==> src/hw/rtl/hsv_to_rgb565_gamma_top_assert.svh <==
// Assertion macros used by the HSV to RGB565 converter RTL.
`ifndef HSV_TO_RGB565_GAMMA_TOP_ASSERT_SVH
`define HSV_TO_RGB565_GAMMA_TOP_ASSERT_SVH

// Same-cycle implication, masked during reset.
`define HSV565_ASSERT_IMP(lbl, ante, cons, msg) \
  lbl: assert property (@(posedge clk) disable iff (rst) (ante) |-> (cons)) \
    else $error(msg);

// Next-cycle implication, checked through reset as well.
`define HSV565_ASSERT_NXT(lbl, ante, cons, msg) \
  lbl: assert property (@(posedge clk) (ante) |=> (cons)) else $error(msg);

`endif

==> src/hw/rtl/hsv565_pkg.sv <==
// Types and constants for the HSV to RGB565 converter.
package hsv565_pkg;

  localparam int HUE_W   = 32;
  localparam int CHAN_W  = 8;
  localparam int NIB_W   = 4;
  localparam int COLOR_W = 16;

  localparam logic [CHAN_W-1:0] CHAN_MAX = 8'd255;

  typedef enum logic [2:0] {
    SEXT_RED_YEL  = 3'd0,
    SEXT_YEL_GRN  = 3'd1,
    SEXT_GRN_CYN  = 3'd2,
    SEXT_CYN_BLU  = 3'd3,
    SEXT_BLU_MAG  = 3'd4,
    SEXT_MAG_RED  = 3'd5
  } sextant_t;

  typedef logic [CHAN_W-1:0] chan_t;
  typedef logic [NIB_W-1:0]  nib_t;

  // 8-bit scaled intensity to 4-bit gamma-corrected level
  localparam nib_t GAMMA_ROM [256] = '{
    4'd0, 4'd0, 4'd0, 4'd0, 4'd0, 4'd0, 4'd0, 4'd0,
    4'd0, 4'd0, 4'd0, 4'd0, 4'd0, 4'd0, 4'd0, 4'd0,
    4'd0, 4'd0, 4'd0, 4'd0, 4'd0, 4'd0, 4'd0, 4'd0,
    4'd0, 4'd0, 4'd0, 4'd0, 4'd0, 4'd0, 4'd0, 4'd0,
    4'd0, 4'd0, 4'd0, 4'd0, 4'd0, 4'd0, 4'd0, 4'd0,
    4'd0, 4'd0, 4'd0, 4'd0, 4'd0, 4'd0, 4'd0, 4'd0,
    4'd0, 4'd0, 4'd0, 4'd0, 4'd0, 4'd0, 4'd0, 4'd0,
    4'd0, 4'd0, 4'd0, 4'd0, 4'd0, 4'd0, 4'd0, 4'd0,
    4'd0, 4'd0, 4'd1, 4'd1, 4'd1, 4'd1, 4'd1, 4'd1,
    4'd1, 4'd1, 4'd1, 4'd1, 4'd1, 4'd1, 4'd1, 4'd1,
    4'd1, 4'd1, 4'd1, 4'd1, 4'd1, 4'd1, 4'd1, 4'd1,
    4'd1, 4'd1, 4'd1, 4'd1, 4'd1, 4'd1, 4'd1, 4'd1,
    4'd1, 4'd1, 4'd1, 4'd1, 4'd1, 4'd1, 4'd2, 4'd2,
    4'd2, 4'd2, 4'd2, 4'd2, 4'd2, 4'd2, 4'd2, 4'd2,
    4'd2, 4'd2, 4'd2, 4'd2, 4'd2, 4'd2, 4'd2, 4'd2,
    4'd2, 4'd2, 4'd2, 4'd2, 4'd2, 4'd3, 4'd3, 4'd3,
    4'd3, 4'd3, 4'd3, 4'd3, 4'd3, 4'd3, 4'd3, 4'd3,
    4'd3, 4'd3, 4'd3, 4'd3, 4'd3, 4'd3, 4'd3, 4'd4,
    4'd4, 4'd4, 4'd4, 4'd4, 4'd4, 4'd4, 4'd4, 4'd4,
    4'd4, 4'd4, 4'd4, 4'd4, 4'd4, 4'd4, 4'd5, 4'd5,
    4'd5, 4'd5, 4'd5, 4'd5, 4'd5, 4'd5, 4'd5, 4'd5,
    4'd5, 4'd5, 4'd5, 4'd6, 4'd6, 4'd6, 4'd6, 4'd6,
    4'd6, 4'd6, 4'd6, 4'd6, 4'd6, 4'd6, 4'd6, 4'd7,
    4'd7, 4'd7, 4'd7, 4'd7, 4'd7, 4'd7, 4'd7, 4'd7,
    4'd7, 4'd7, 4'd8, 4'd8, 4'd8, 4'd8, 4'd8, 4'd8,
    4'd8, 4'd8, 4'd8, 4'd8, 4'd9, 4'd9, 4'd9, 4'd9,
    4'd9, 4'd9, 4'd9, 4'd9, 4'd9, 4'd10, 4'd10, 4'd10,
    4'd10, 4'd10, 4'd10, 4'd10, 4'd10, 4'd10, 4'd11, 4'd11,
    4'd11, 4'd11, 4'd11, 4'd11, 4'd11, 4'd11, 4'd12, 4'd12,
    4'd12, 4'd12, 4'd12, 4'd12, 4'd12, 4'd12, 4'd13, 4'd13,
    4'd13, 4'd13, 4'd13, 4'd13, 4'd13, 4'd14, 4'd14, 4'd14,
    4'd14, 4'd14, 4'd14, 4'd14, 4'd15, 4'd15, 4'd15, 4'd15
  };

endpackage

==> src/hw/rtl/hsv565_if.sv <==
// Valid/ready channels for HSV requests and RGB565 colors.
interface hsv565_hsv_if;
  logic               valid;
  logic               ready;
  logic signed [31:0] hue;
  logic        [7:0]  sat;
  logic        [7:0]  val;
  logic               gamma_on;

  modport source (output valid, hue, sat, val, gamma_on, input ready);
  modport sink   (input valid, hue, sat, val, gamma_on, output ready);
endinterface

interface hsv565_rgb_if;
  logic        valid;
  logic        ready;
  logic [15:0] color565;

  modport source (output valid, color565, input ready);
  modport sink   (input valid, color565, output ready);
endinterface

==> src/hw/rtl/hsv_to_rgb565_gamma_top.sv <==
// HSV to RGB565 converter: five-stage pipeline with optional gamma lookup.
//
// Accepts one HSV beat per clock unless the sink stalls, and returns one RGB565 beat
// per request, in order. The whole pipeline advances together whenever the output
// register is empty or being taken, so throughput is one beat per cycle and a
// stalled sink freezes every stage in place. Stages: hue residue sum, sextant
// and channel mix, saturation multiply, value multiply, gamma ROM or linear shift
// and pack. The hue wraps every 1536 steps, negative values included.
`include "hsv_to_rgb565_gamma_top_assert.svh"

module hsv_to_rgb565_gamma_top (
  input  logic         clk,
  input  logic         rst,
  hsv565_hsv_if.sink   hsv,
  hsv565_rgb_if.source rgb
);
  import hsv565_pkg::*;

  logic adv;

  // stage 1: residue of hue/512 mod 3 as a digit sum, low 9 hue bits
  logic       v1;
  logic [6:0] dsum1;
  logic [8:0] lo9_1;
  chan_t      sat1, val1;
  logic       gam1;
  logic [6:0] dsum_next;

  // stage 2: channels before saturation
  logic     v2;
  chan_t    r2, g2, b2;
  chan_t    sat2, val2;
  logic     gam2;
  logic [3:0] psum;
  logic [1:0] mod3;
  sextant_t sext;
  chan_t    lo;
  chan_t    r_mix, g_mix, b_mix;

  // stage 3: after saturation
  logic  v3;
  chan_t r3, g3, b3;
  chan_t val3;
  logic  gam3;

  // stage 4: top byte of value product
  logic  v4;
  chan_t r4, g4, b4;
  logic  gam4;

  nib_t rn, gn, bn;

  assign adv       = !rgb.valid || rgb.ready;
  assign hsv.ready = adv;

  // bits of hue>>>9 grouped by weight 16^k (each 1 mod 3); sign bit weighs 2 mod 3
  assign dsum_next = 7'(hsv.hue[12:9]) + 7'(hsv.hue[16:13]) + 7'(hsv.hue[20:17])
                   + 7'(hsv.hue[24:21]) + 7'(hsv.hue[28:25]) + 7'(hsv.hue[30:29])
                   + (hsv.hue[31] ? 7'd2 : 7'd0);

  always_ff @(posedge clk) begin
    if (rst) begin
      v1 <= 1'b0;
    end else if (adv) begin
      v1 <= hsv.valid;
    end
  end

  always_ff @(posedge clk) begin
    if (adv) begin
      dsum1 <= dsum_next;
      lo9_1 <= hsv.hue[8:0];
      sat1  <= hsv.sat;
      val1  <= hsv.val;
      gam1  <= hsv.gamma_on;
    end
  end

  always_comb begin
    psum = 4'(dsum1[1:0]) + 4'(dsum1[3:2]) + 4'(dsum1[5:4]) + 4'(dsum1[6]);
    priority if (psum >= 4'd9) begin
      mod3 = 2'(psum - 4'd9);
    end else if (psum >= 4'd6) begin
      mod3 = 2'(psum - 4'd6);
    end else if (psum >= 4'd3) begin
      mod3 = 2'(psum - 4'd3);
    end else begin
      mod3 = psum[1:0];
    end
  end

  assign sext = sextant_t'({mod3, lo9_1[8]});
  assign lo   = lo9_1[7:0];

  always_comb begin
    unique case (sext)
      SEXT_RED_YEL: begin
        r_mix = CHAN_MAX;      g_mix = lo;            b_mix = '0;
      end
      SEXT_YEL_GRN: begin
        r_mix = CHAN_MAX - lo; g_mix = CHAN_MAX;      b_mix = '0;
      end
      SEXT_GRN_CYN: begin
        r_mix = '0;            g_mix = CHAN_MAX;      b_mix = lo;
      end
      SEXT_CYN_BLU: begin
        r_mix = '0;            g_mix = CHAN_MAX - lo; b_mix = CHAN_MAX;
      end
      SEXT_BLU_MAG: begin
        r_mix = lo;            g_mix = '0;            b_mix = CHAN_MAX;
      end
      default: begin
        r_mix = CHAN_MAX;      g_mix = '0;            b_mix = CHAN_MAX - lo;
      end
    endcase
  end

  always_ff @(posedge clk) begin
    if (rst) begin
      v2 <= 1'b0;
    end else if (adv) begin
      v2 <= v1;
    end
  end

  always_ff @(posedge clk) begin
    if (adv) begin
      r2   <= r_mix;
      g2   <= g_mix;
      b2   <= b_mix;
      sat2 <= sat1;
      val2 <= val1;
      gam2 <= gam1;
    end
  end

  // saturation: 255 - ((255 - c) * (sat + 1)) >> 8
  logic [8:0]  s_plus1;
  logic [16:0] rs_prod, gs_prod, bs_prod;

  assign s_plus1 = 9'(sat2) + 9'd1;
  assign rs_prod = 17'(CHAN_MAX - r2) * 17'(s_plus1);
  assign gs_prod = 17'(CHAN_MAX - g2) * 17'(s_plus1);
  assign bs_prod = 17'(CHAN_MAX - b2) * 17'(s_plus1);

  always_ff @(posedge clk) begin
    if (rst) begin
      v3 <= 1'b0;
    end else if (adv) begin
      v3 <= v2;
    end
  end

  always_ff @(posedge clk) begin
    if (adv) begin
      r3   <= CHAN_MAX - rs_prod[15:8];
      g3   <= CHAN_MAX - gs_prod[15:8];
      b3   <= CHAN_MAX - bs_prod[15:8];
      val3 <= val2;
      gam3 <= gam2;
    end
  end

  // value scaling; product never exceeds 16 bits
  logic [8:0]  v_plus1;
  logic [16:0] rv_prod, gv_prod, bv_prod;

  assign v_plus1 = 9'(val3) + 9'd1;
  assign rv_prod = 17'(r3) * 17'(v_plus1);
  assign gv_prod = 17'(g3) * 17'(v_plus1);
  assign bv_prod = 17'(b3) * 17'(v_plus1);

  always_ff @(posedge clk) begin
    if (rst) begin
      v4 <= 1'b0;
    end else if (adv) begin
      v4 <= v3;
    end
  end

  always_ff @(posedge clk) begin
    if (adv) begin
      r4   <= rv_prod[15:8];
      g4   <= gv_prod[15:8];
      b4   <= bv_prod[15:8];
      gam4 <= gam3;
    end
  end

  always_comb begin
    if (gam4) begin
      rn = GAMMA_ROM[r4];
      gn = GAMMA_ROM[g4];
      bn = GAMMA_ROM[b4];
    end else begin
      rn = r4[7:4];
      gn = g4[7:4];
      bn = b4[7:4];
    end
  end

  always_ff @(posedge clk) begin
    if (rst) begin
      rgb.valid <= 1'b0;
    end else if (adv) begin
      rgb.valid <= v4;
    end
  end

  always_ff @(posedge clk) begin
    if (adv) begin
      rgb.color565 <= {rn, rn[3], gn, gn[3:2], bn, bn[3]};
    end
  end

  `HSV565_ASSERT_IMP(a_mix_has_full_and_zero, v2,
    (r2 == CHAN_MAX || g2 == CHAN_MAX || b2 == CHAN_MAX) &&
    (r2 == '0 || g2 == '0 || b2 == '0),
    "hue mix lacks a full or an empty channel")
  `HSV565_ASSERT_IMP(a_pack_replicates_msbs, rgb.valid,
    (rgb.color565[11] == rgb.color565[15]) &&
    (rgb.color565[6:5] == rgb.color565[10:9]) &&
    (rgb.color565[0] == rgb.color565[4]),
    "RGB565 widening bits do not repeat the top bits")
  `HSV565_ASSERT_NXT(a_reset_empties_pipe, rst,
    !v1 && !v2 && !v3 && !v4 && !rgb.valid,
    "pipeline holds a valid beat after reset")

endmodule

==> src/flat_wrapper.sv <==
// flat-port wrapper written by rule: the top's interface ports become plain ports
module hsv_to_rgb565_gamma_top_flat import hsv565_pkg::*;
  (clk, rst, hsv_valid, hsv_hue, hsv_sat, hsv_val, hsv_gamma_on, hsv_ready, rgb_valid, rgb_color565, rgb_ready);
  hsv565_hsv_if hsv_i ();
  hsv565_rgb_if rgb_i ();
  input  logic clk;
  input  logic rst;
  input wire logic [$bits(hsv_i.valid)-1:0] hsv_valid;
  input wire logic [$bits(hsv_i.hue)-1:0] hsv_hue;
  input wire logic [$bits(hsv_i.sat)-1:0] hsv_sat;
  input wire logic [$bits(hsv_i.val)-1:0] hsv_val;
  input wire logic [$bits(hsv_i.gamma_on)-1:0] hsv_gamma_on;
  output wire logic [$bits(hsv_i.ready)-1:0] hsv_ready;
  output wire logic [$bits(rgb_i.valid)-1:0] rgb_valid;
  output wire logic [$bits(rgb_i.color565)-1:0] rgb_color565;
  input wire logic [$bits(rgb_i.ready)-1:0] rgb_ready;
  assign hsv_i.valid = hsv_valid;
  assign hsv_i.hue = hsv_hue;
  assign hsv_i.sat = hsv_sat;
  assign hsv_i.val = hsv_val;
  assign hsv_i.gamma_on = hsv_gamma_on;
  assign hsv_ready = hsv_i.ready;
  assign rgb_valid = rgb_i.valid;
  assign rgb_color565 = rgb_i.color565;
  assign rgb_i.ready = rgb_ready;
  hsv_to_rgb565_gamma_top u_core (.clk(clk), .rst(rst), .hsv(hsv_i), .rgb(rgb_i));
endmodule
==> config.mk <==
export PLATFORM = sky130hd
export DESIGN_NAME = hsv_to_rgb565_gamma_top_flat
export DESIGN_NICKNAME = d
export VERILOG_FILES = /design/src/hw/rtl/hsv565_pkg.sv /design/src/hw/rtl/hsv565_if.sv /design/src/hw/rtl/hsv_to_rgb565_gamma_top.sv /design/src/flat_wrapper.sv
export VERILOG_INCLUDE_DIRS = /design/src /design/src/hw/rtl
export SDC_FILE = /design/constraint.sdc
export NUM_CORES = 1
export LEC_CHECK = 0
export ABC_AREA = 1
export BUFFER_PORTS_ARGS = -buffer_cell sky130_fd_sc_hd__buf_2
export CAP_MARGIN = 5
export CORE_ASPECT_RATIO = 0.6
export CORE_MARGIN = 1.5
export CORE_UTILIZATION = 27
export CTS_CLUSTER_DIAMETER = 60
export DETAILED_ROUTE_END_ITERATION = 10
export GPL_TIMING_DRIVEN = 0
export SYNTH_ARGS = -nofsm -noshare
export SYNTH_HDL_FRONTEND = slang
export SYNTH_SLANG_ARGS = --single-unit
==> constraint.sdc <==
create_clock -name clk -period 5.7 [get_ports clk]
set_clock_uncertainty 0.2 [all_clocks]
set_input_delay 0.285 -clock clk [delete_from_list [all_inputs] [get_ports clk]]
set_output_delay 0.285 -clock clk [all_outputs]
set_load 0.01 [all_outputs]
## Word-level counts from Yosys, hierarchy flattened

Memories as Yosys holds them, arrays and structs flattened.
Cells that the tools add are included.

| word-level totals | value |
|---|---|
| output and inout port bits | 18 |
| flip-flop bits (word level) | 153 |
| input bits | 53 |
| bits in read-only memories | 3072 |
| memories | 3 |

Memory list:

| name | depth | width | rd ports | clocked after Yosys merged registers in | write ports | line | RTL |
|---|---|---|---|---|---|---|---|
| (no name shown) | 256 | 4 | 1 | 0 | 0 | hsv_to_rgb565_gamma_top.sv:192 | `rn = GAMMA_ROM[r4];` |
| (no name shown) | 256 | 4 | 1 | 0 | 0 | hsv_to_rgb565_gamma_top.sv:193 | `gn = GAMMA_ROM[g4];` |
| (no name shown) | 256 | 4 | 1 | 0 | 0 | hsv_to_rgb565_gamma_top.sv:194 | `bn = GAMMA_ROM[b4];` |

| operators by class | value |
|---|---|
| muxes and demuxes | 16 |
| order comparisons | 6 |
| reductions and logical operators | 7 |
| add/subtract/negate cells | 21 |
| equality and inequality tests | 4 |
| bitwise operators | 3 |
| multipliers | 6 |

Operators by type and width:

| operator | number |
|---|---|
| case mux 8 bit (3 select lines) | 3 |
| multiplier 17 x 9 -> 16 bit | 3 |
| multiplier 8 x 9 -> 16 bit | 3 |
| 2-to-1 mux 4 bit | 9 |
| subtractor 8 bit (first input constant) | 4 |
| greater-or-equal comparator 9 bit (second input constant) | 3 |
| inverter 8 -> 9 bit | 3 |
| subtractor 8 x 8 -> 9 bit (first input constant) | 3 |
| adder 7 x 4 -> 7 bit | 3 |
| adder 8 x 1 -> 9 bit (second input constant) | 2 |
| 2-to-1 mux 2 bit | 4 |
| OR reduction 2 bit | 4 |
| adder 7 x 2 -> 7 bit | 1 |
| adder 7 bit | 1 |
| equality test 3 x 2 -> 1 bit (second input constant) | 2 |
| adder 4 x 4 -> 5 bit | 1 |
| adder 4 x 1 -> 4 bit | 1 |
| adder 4 x 2 -> 4 bit | 1 |
| greater-or-equal comparator 4 x 2 -> 1 bit (second input constant) | 1 |
| greater-or-equal comparator 4 x 3 -> 1 bit (second input constant) | 1 |
| greater-or-equal comparator 4 bit (second input constant) | 1 |
| subtractor 2 bit (second input constant) | 2 |
| adder 2 x 2 -> 3 bit | 1 |
| equality test 3 x 1 -> 1 bit (second input constant) | 1 |
| 5 further kinds | 5 |

## Depth between registers and ports, before layout

| depth | value |
|---|---|
| word-level depth | 10 |
| depth in mapped cells | 25 |

## Worst setup path before layout

Ideal clock, no wire load.

| timing | value |
|---|---|
| kind | register -> register |
| from | register u_core.sat2[0] |
| to | register u_core.b3[4], data pin |
| cell stages (with the launch flop) | 20 |
| library setup time | 252 ps |
| slack | 708 ps |
| arrival | 4540 ps |
| data required time | 5248 ps |
| cells stage by stage | edfxtp_1 -> ha_1 -> xor2_1 -> clkbuf_1 -> nand2_1 -> fa_1 -> inv_1 -> fa_1 -> inv_1 -> fa_1 -> fa_1 -> inv_1 -> ha_1 -> a21oi_1 -> o21ai_0 -> inv_1 -> nand2_1 -> nand3_1 -> nand3b_1 -> nand2_1 |

| between the ends | value |
|---|---|
| word-level cells in the longest chain between the ends | 3 |

RTL lines:

| item | line | RTL |
|---|---|---|
| start: declaration | hsv_to_rgb565_gamma_top.sv:32 | `chan_t sat2, val2;` |
| start signal: assignment | hsv_to_rgb565_gamma_top.sv:131 | `sat2 <= sat1;` |
| adder 8 x 1 -> 9 bit | hsv_to_rgb565_gamma_top.sv:141 | `assign s_plus1 = 9'(sat2) + 9'd1;` |
| multiplier 17 x 9 -> 16 bit | hsv_to_rgb565_gamma_top.sv:144 | `assign bs_prod = 17'(CHAN_MAX - b2) * 17'(s_plus1);` |
| subtractor 8 bit | hsv_to_rgb565_gamma_top.sv:158 | `b3 <= CHAN_MAX - bs_prod[15:8];` |
| end signal: assignment | hsv_to_rgb565_gamma_top.sv:158 |  |
| end: declaration | hsv_to_rgb565_gamma_top.sv:42 | `chan_t r3, g3, b3;` |

No other way between the ends.
A chain may end at the register's enable or synchronous reset.

## Final worst setup path

| timing | value |
|---|---|
| from | register u_core.val3[1] |
| to | register u_core.r4[4], data pin |

| between the ends | value |
|---|---|
| word-level cells in the longest chain between the ends | 2 |

RTL lines:

| item | line | RTL |
|---|---|---|
| start: declaration | hsv_to_rgb565_gamma_top.sv:43 | `chan_t val3;` |
| start signal: assignment | hsv_to_rgb565_gamma_top.sv:159 | `val3 <= val2;` |
| adder 8 x 1 -> 9 bit | hsv_to_rgb565_gamma_top.sv:168 | `assign v_plus1 = 9'(val3) + 9'd1;` |
| multiplier 8 x 9 -> 16 bit | hsv_to_rgb565_gamma_top.sv:169 | `assign rv_prod = 17'(r3) * 17'(v_plus1);` |
| named net u_core.rv_prod[12] | hsv_to_rgb565_gamma_top.sv:166 | `logic [16:0] rv_prod, gv_prod, bv_prod;` |
| end signal: assignment | hsv_to_rgb565_gamma_top.sv:183 | `r4 <= rv_prod[15:8];` |
| end: declaration | hsv_to_rgb565_gamma_top.sv:48 | `chan_t r4, g4, b4;` |

The timed path passes the listed nets, and every way through them passes these cells.

==> flow_metrics.env <==
export IMPL_globalRoute_totalOverflow=0
export IMPL_crit_path_max_fanout=9
export IMPL_crit_family="adder cells"
export IMPL_most_common_layout_cells="sky130_fd_sc_hd__inv_1 (532), sky130_fd_sc_hd__nand2_1 (476), sky130_fd_sc_hd__nor2_1 (342)"
export IMPL_timing_max_cap_violations=0
export IMPL_avgViaCountPerCell=4.51
export IMPL_die_height_um=216
export IMPL_port_buffers=70
export IMPL_cp_required_ps=5710
export IMPL_i_o_pin_cnt=71
export IMPL_rsz_0062_raised_after_global_routing="true"
export IMPL_numCtsBuffers=17
export IMPL_netlist_top_cells_area="sky130_fd_sc_hd__fa_1 (25%), sky130_fd_sc_hd__edfxtp_1 (21%), sky130_fd_sc_hd__ha_1 (13%)"
export IMPL_period_minus_slack_ps=5510
export IMPL_timing_critical_path_buf_inv=5
export IMPL_slew_headroom_pct=55.6
export IMPL_final_max_slew_viol_count=0
export IMPL_final_net_count=3161
export IMPL_yosys_register_bits=149
export IMPL_drt_pass1_iter_count=5
export IMPL_mean_instance_size_in_the_synthesized_netlist_um2=8.21
export IMPL_clk_path_buf_depth=2
export IMPL_finalHoldViolations=0
export IMPL_timing_final_crit_share_pct=96.7
export IMPL_synth_enable_flop_cells=144
export IMPL_initial_core_util_pct=27.5
export IMPL_postSynthNetCount=3022
export IMPL_worst_setup_path_type="flop to flop"
export IMPL_synthesis_area_um2=20400
export IMPL_std_cell_rows=77
export IMPL_tritoncts_num_sinks=149
export IMPL_dp_final_hpwl_mm=42.6
export IMPL_drc=0
export IMPL_synth_warning_count=0
export IMPL_fillerInstances=7852
export IMPL_outcome="finished clean"
export IMPL_timing_setup_tns_ps=0
export IMPL_mostFrequentLayoutCell="sky130_fd_sc_hd__inv_1"
export IMPL_timing_fmax_ghz=0.181
export IMPL_yosys_top_cell_by_area="sky130_fd_sc_hd__fa_1"
export IMPL_ant_nets=0
export IMPL_clock_tree_htree_level_count=4
export IMPL_gpl_final_weighted_congestion=0.920
export IMPL_kind_of_end_point_of_the_critical_path="flop"
export IMPL_postSynth_topFlopCell="sky130_fd_sc_hd__edfxtp_1"
export IMPL_die_width_um=358
export IMPL_hold_path_class="input port to flop"
export IMPL_synth_seq_area_share_pct=21.6
export IMPL_grt_use_total_pct=14.2
export IMPL_worst_setup_hold_path_clk_slew_ps=70
export IMPL_grt_first_pass_wirelength_mm=87.1
export IMPL_setup_ws_post_layout_ps=189
export IMPL_root_buffer="sky130_fd_sc_hd__clkbuf_16"
export IMPL_tightestPinTransition_ps=665
export IMPL_postSynth_asyncResetShare_pct=0
export IMPL_netlist_instances=2491
export IMPL_floorplan_core_area_um2=74300
export IMPL_antenna_found_initial=1
export IMPL_cp_cell_sequence="ha_1 -> nand2_1 -> nor2_2 -> inv_1 -> nand2_1 -> nand2_2 -> clkinvlp_4 -> nand2_1 -> fa_1 -> fa_1 -> inv_1 -> fa_1 -> inv_1 -> fa_1 -> inv_1 -> ha_1 -> a21oi_1 -> o21ai_0 -> a21oi_1 -> o31ai_1 -> xor2_1"
export IMPL_worstPathArrival_ps=5520
export IMPL_die_area_um2=77400
export IMPL_insertion_delay_to_the_later_sink_of_the_worst_skew_pair_ps=480
export IMPL_drive_above_1_share_pct=8.78
export IMPL_area_growth_syn_to_layout_pct=14.4
export IMPL_routed_wire_length_per_instance_um=14.4
export IMPL_detailroute_via_count=16388
export IMPL_pre_cts_ws_ps=-380
export IMPL_dr_first_iter_drc_count=1486
export IMPL_vias_in_the_first_global_route=16190
export IMPL_cts_tree="done"
export IMPL_wl_mm=52.4
export IMPL_synth_largest_type_area_fraction_pct=25.4
export IMPL_synth_cell_types=44
export IMPL_worstSetupStartpointType="flop"
export IMPL_max_stage_delay_ps=550
export IMPL_setup_violations=0
export IMPL_antenna_cells_inserted=0
export IMPL_pin_count_of_the_biggest_net_entering_global_routing=90
export IMPL_critPathSlowestCell="sky130_fd_sc_hd__fa_1"
[through the flow]
step	hold WS (ps)	std cells	cell area [um^2]	util (%)
4_1_cts	68.5	3614	23000	31.0
6_report	87.3	3630	23400	31.5
3_5_place_dp	205	3549	22100	29.7
3_3_place_gp	202	3548	22000	29.7
2_1_floorplan	154	2491	20400	-
5_1_grt	87.5	3630	23400	31.5
[cell usage after synthesis (all sizes together), types with 4 or more instances]
master	instances
inv	541
nand2	495
nor2	355
fa	259
ha	219
edfxtp	144
nand3	119
a21oi	100
o21ai	53
xor2	33
buf	23
clkbuf	23
nand4	23
xnor2	21
o21bai	15
nor3	13
or2	7
a31oi	6
o211ai	6
clkinv	5
dfxtp	5
nand3b	5
and2	4
o31ai	4
[registers in the layout, indices dropped and copies added, names as in the netlist, 7 cells and up]
signal	flops
u_core.b2	8
u_core.b3	8
u_core.b4	8
u_core.dsum1	7
u_core.g2	8
u_core.g3	8
u_core.g4	8
u_core.lo9_1	9
u_core.r2	8
u_core.r3	8
u_core.r4	8
u_core.rgb.color565	12
u_core.sat1	8
u_core.sat2	8
u_core.val1	8
u_core.val2	8
u_core.val3	8
[kinds of logic (layout without fill, tap and decap cells)]
family	Yosys count	after routing	share of synthesized area [%]
flops	149	149	21.6
buf+inv	592	744	11.3
compound gates	193	193	5.21
simple gates	1025	1025	20.7
fa+ha+maj	478	478	38.8
xor+xnor	54	54	2.35
[worst paths after layout]
kind	from	to	slack [ps]	cells after the start
worst max-delay path	u_core.val3[1]	u_core.r4[4]	190	21
worst min-delay path	hsv_hue[31]	u_core.dsum1[1]	90	3
worst max register to register	u_core.val3[1]	u_core.r4[4]	190	21
worst min register to register	u_core.sat1[4]	u_core.sat2[4]	220	0
[routing by layer]
metal	track usage [%]	wire length (um)	vias to the layer above
li1	-	-	7988
met1	22.1	26700	7777
met2	18.7	19400	595
met3	5.04	5910	28
met4	1.98	361	0
met5	0	0	-
[area by class of cell]
class                   instances  area [um^2]  area share, %
inverters                     546         2080           8.90
plain buffers                  44          310           1.33
clock inverters                14          161          0.690
clock buffers                  18          429           1.84
multi-input cells            1750        13900           59.4
repair buffers                121          848           3.63
flip-flops and latches        149         4420           18.9
well taps                     987         1230           5.28
repair inverters                1         5.00         0.0214
[tightest hold or removal path, stage by stage]
cell                    delay (ps)
sky130_fd_sc_hd__buf_2          90
sky130_fd_sc_hd__fa_1          160
sky130_fd_sc_hd__ha_1          110
[timing repair]
item | 4_1_cts | 5_1_grt
gates resized for setup | 22 | 80
endpoints found under the hold margin | 32 | 0
cloned | 0 | 2
buffers inserted | 1 | 16
setup endpoints to repair | 30 | 43
pin swaps | 0 | 9
hold buffers | 32 | 0
Power is left out: the tool's default activity adds up to more than one toggle a clock period on the data nets, which glitch-free logic cannot reach.
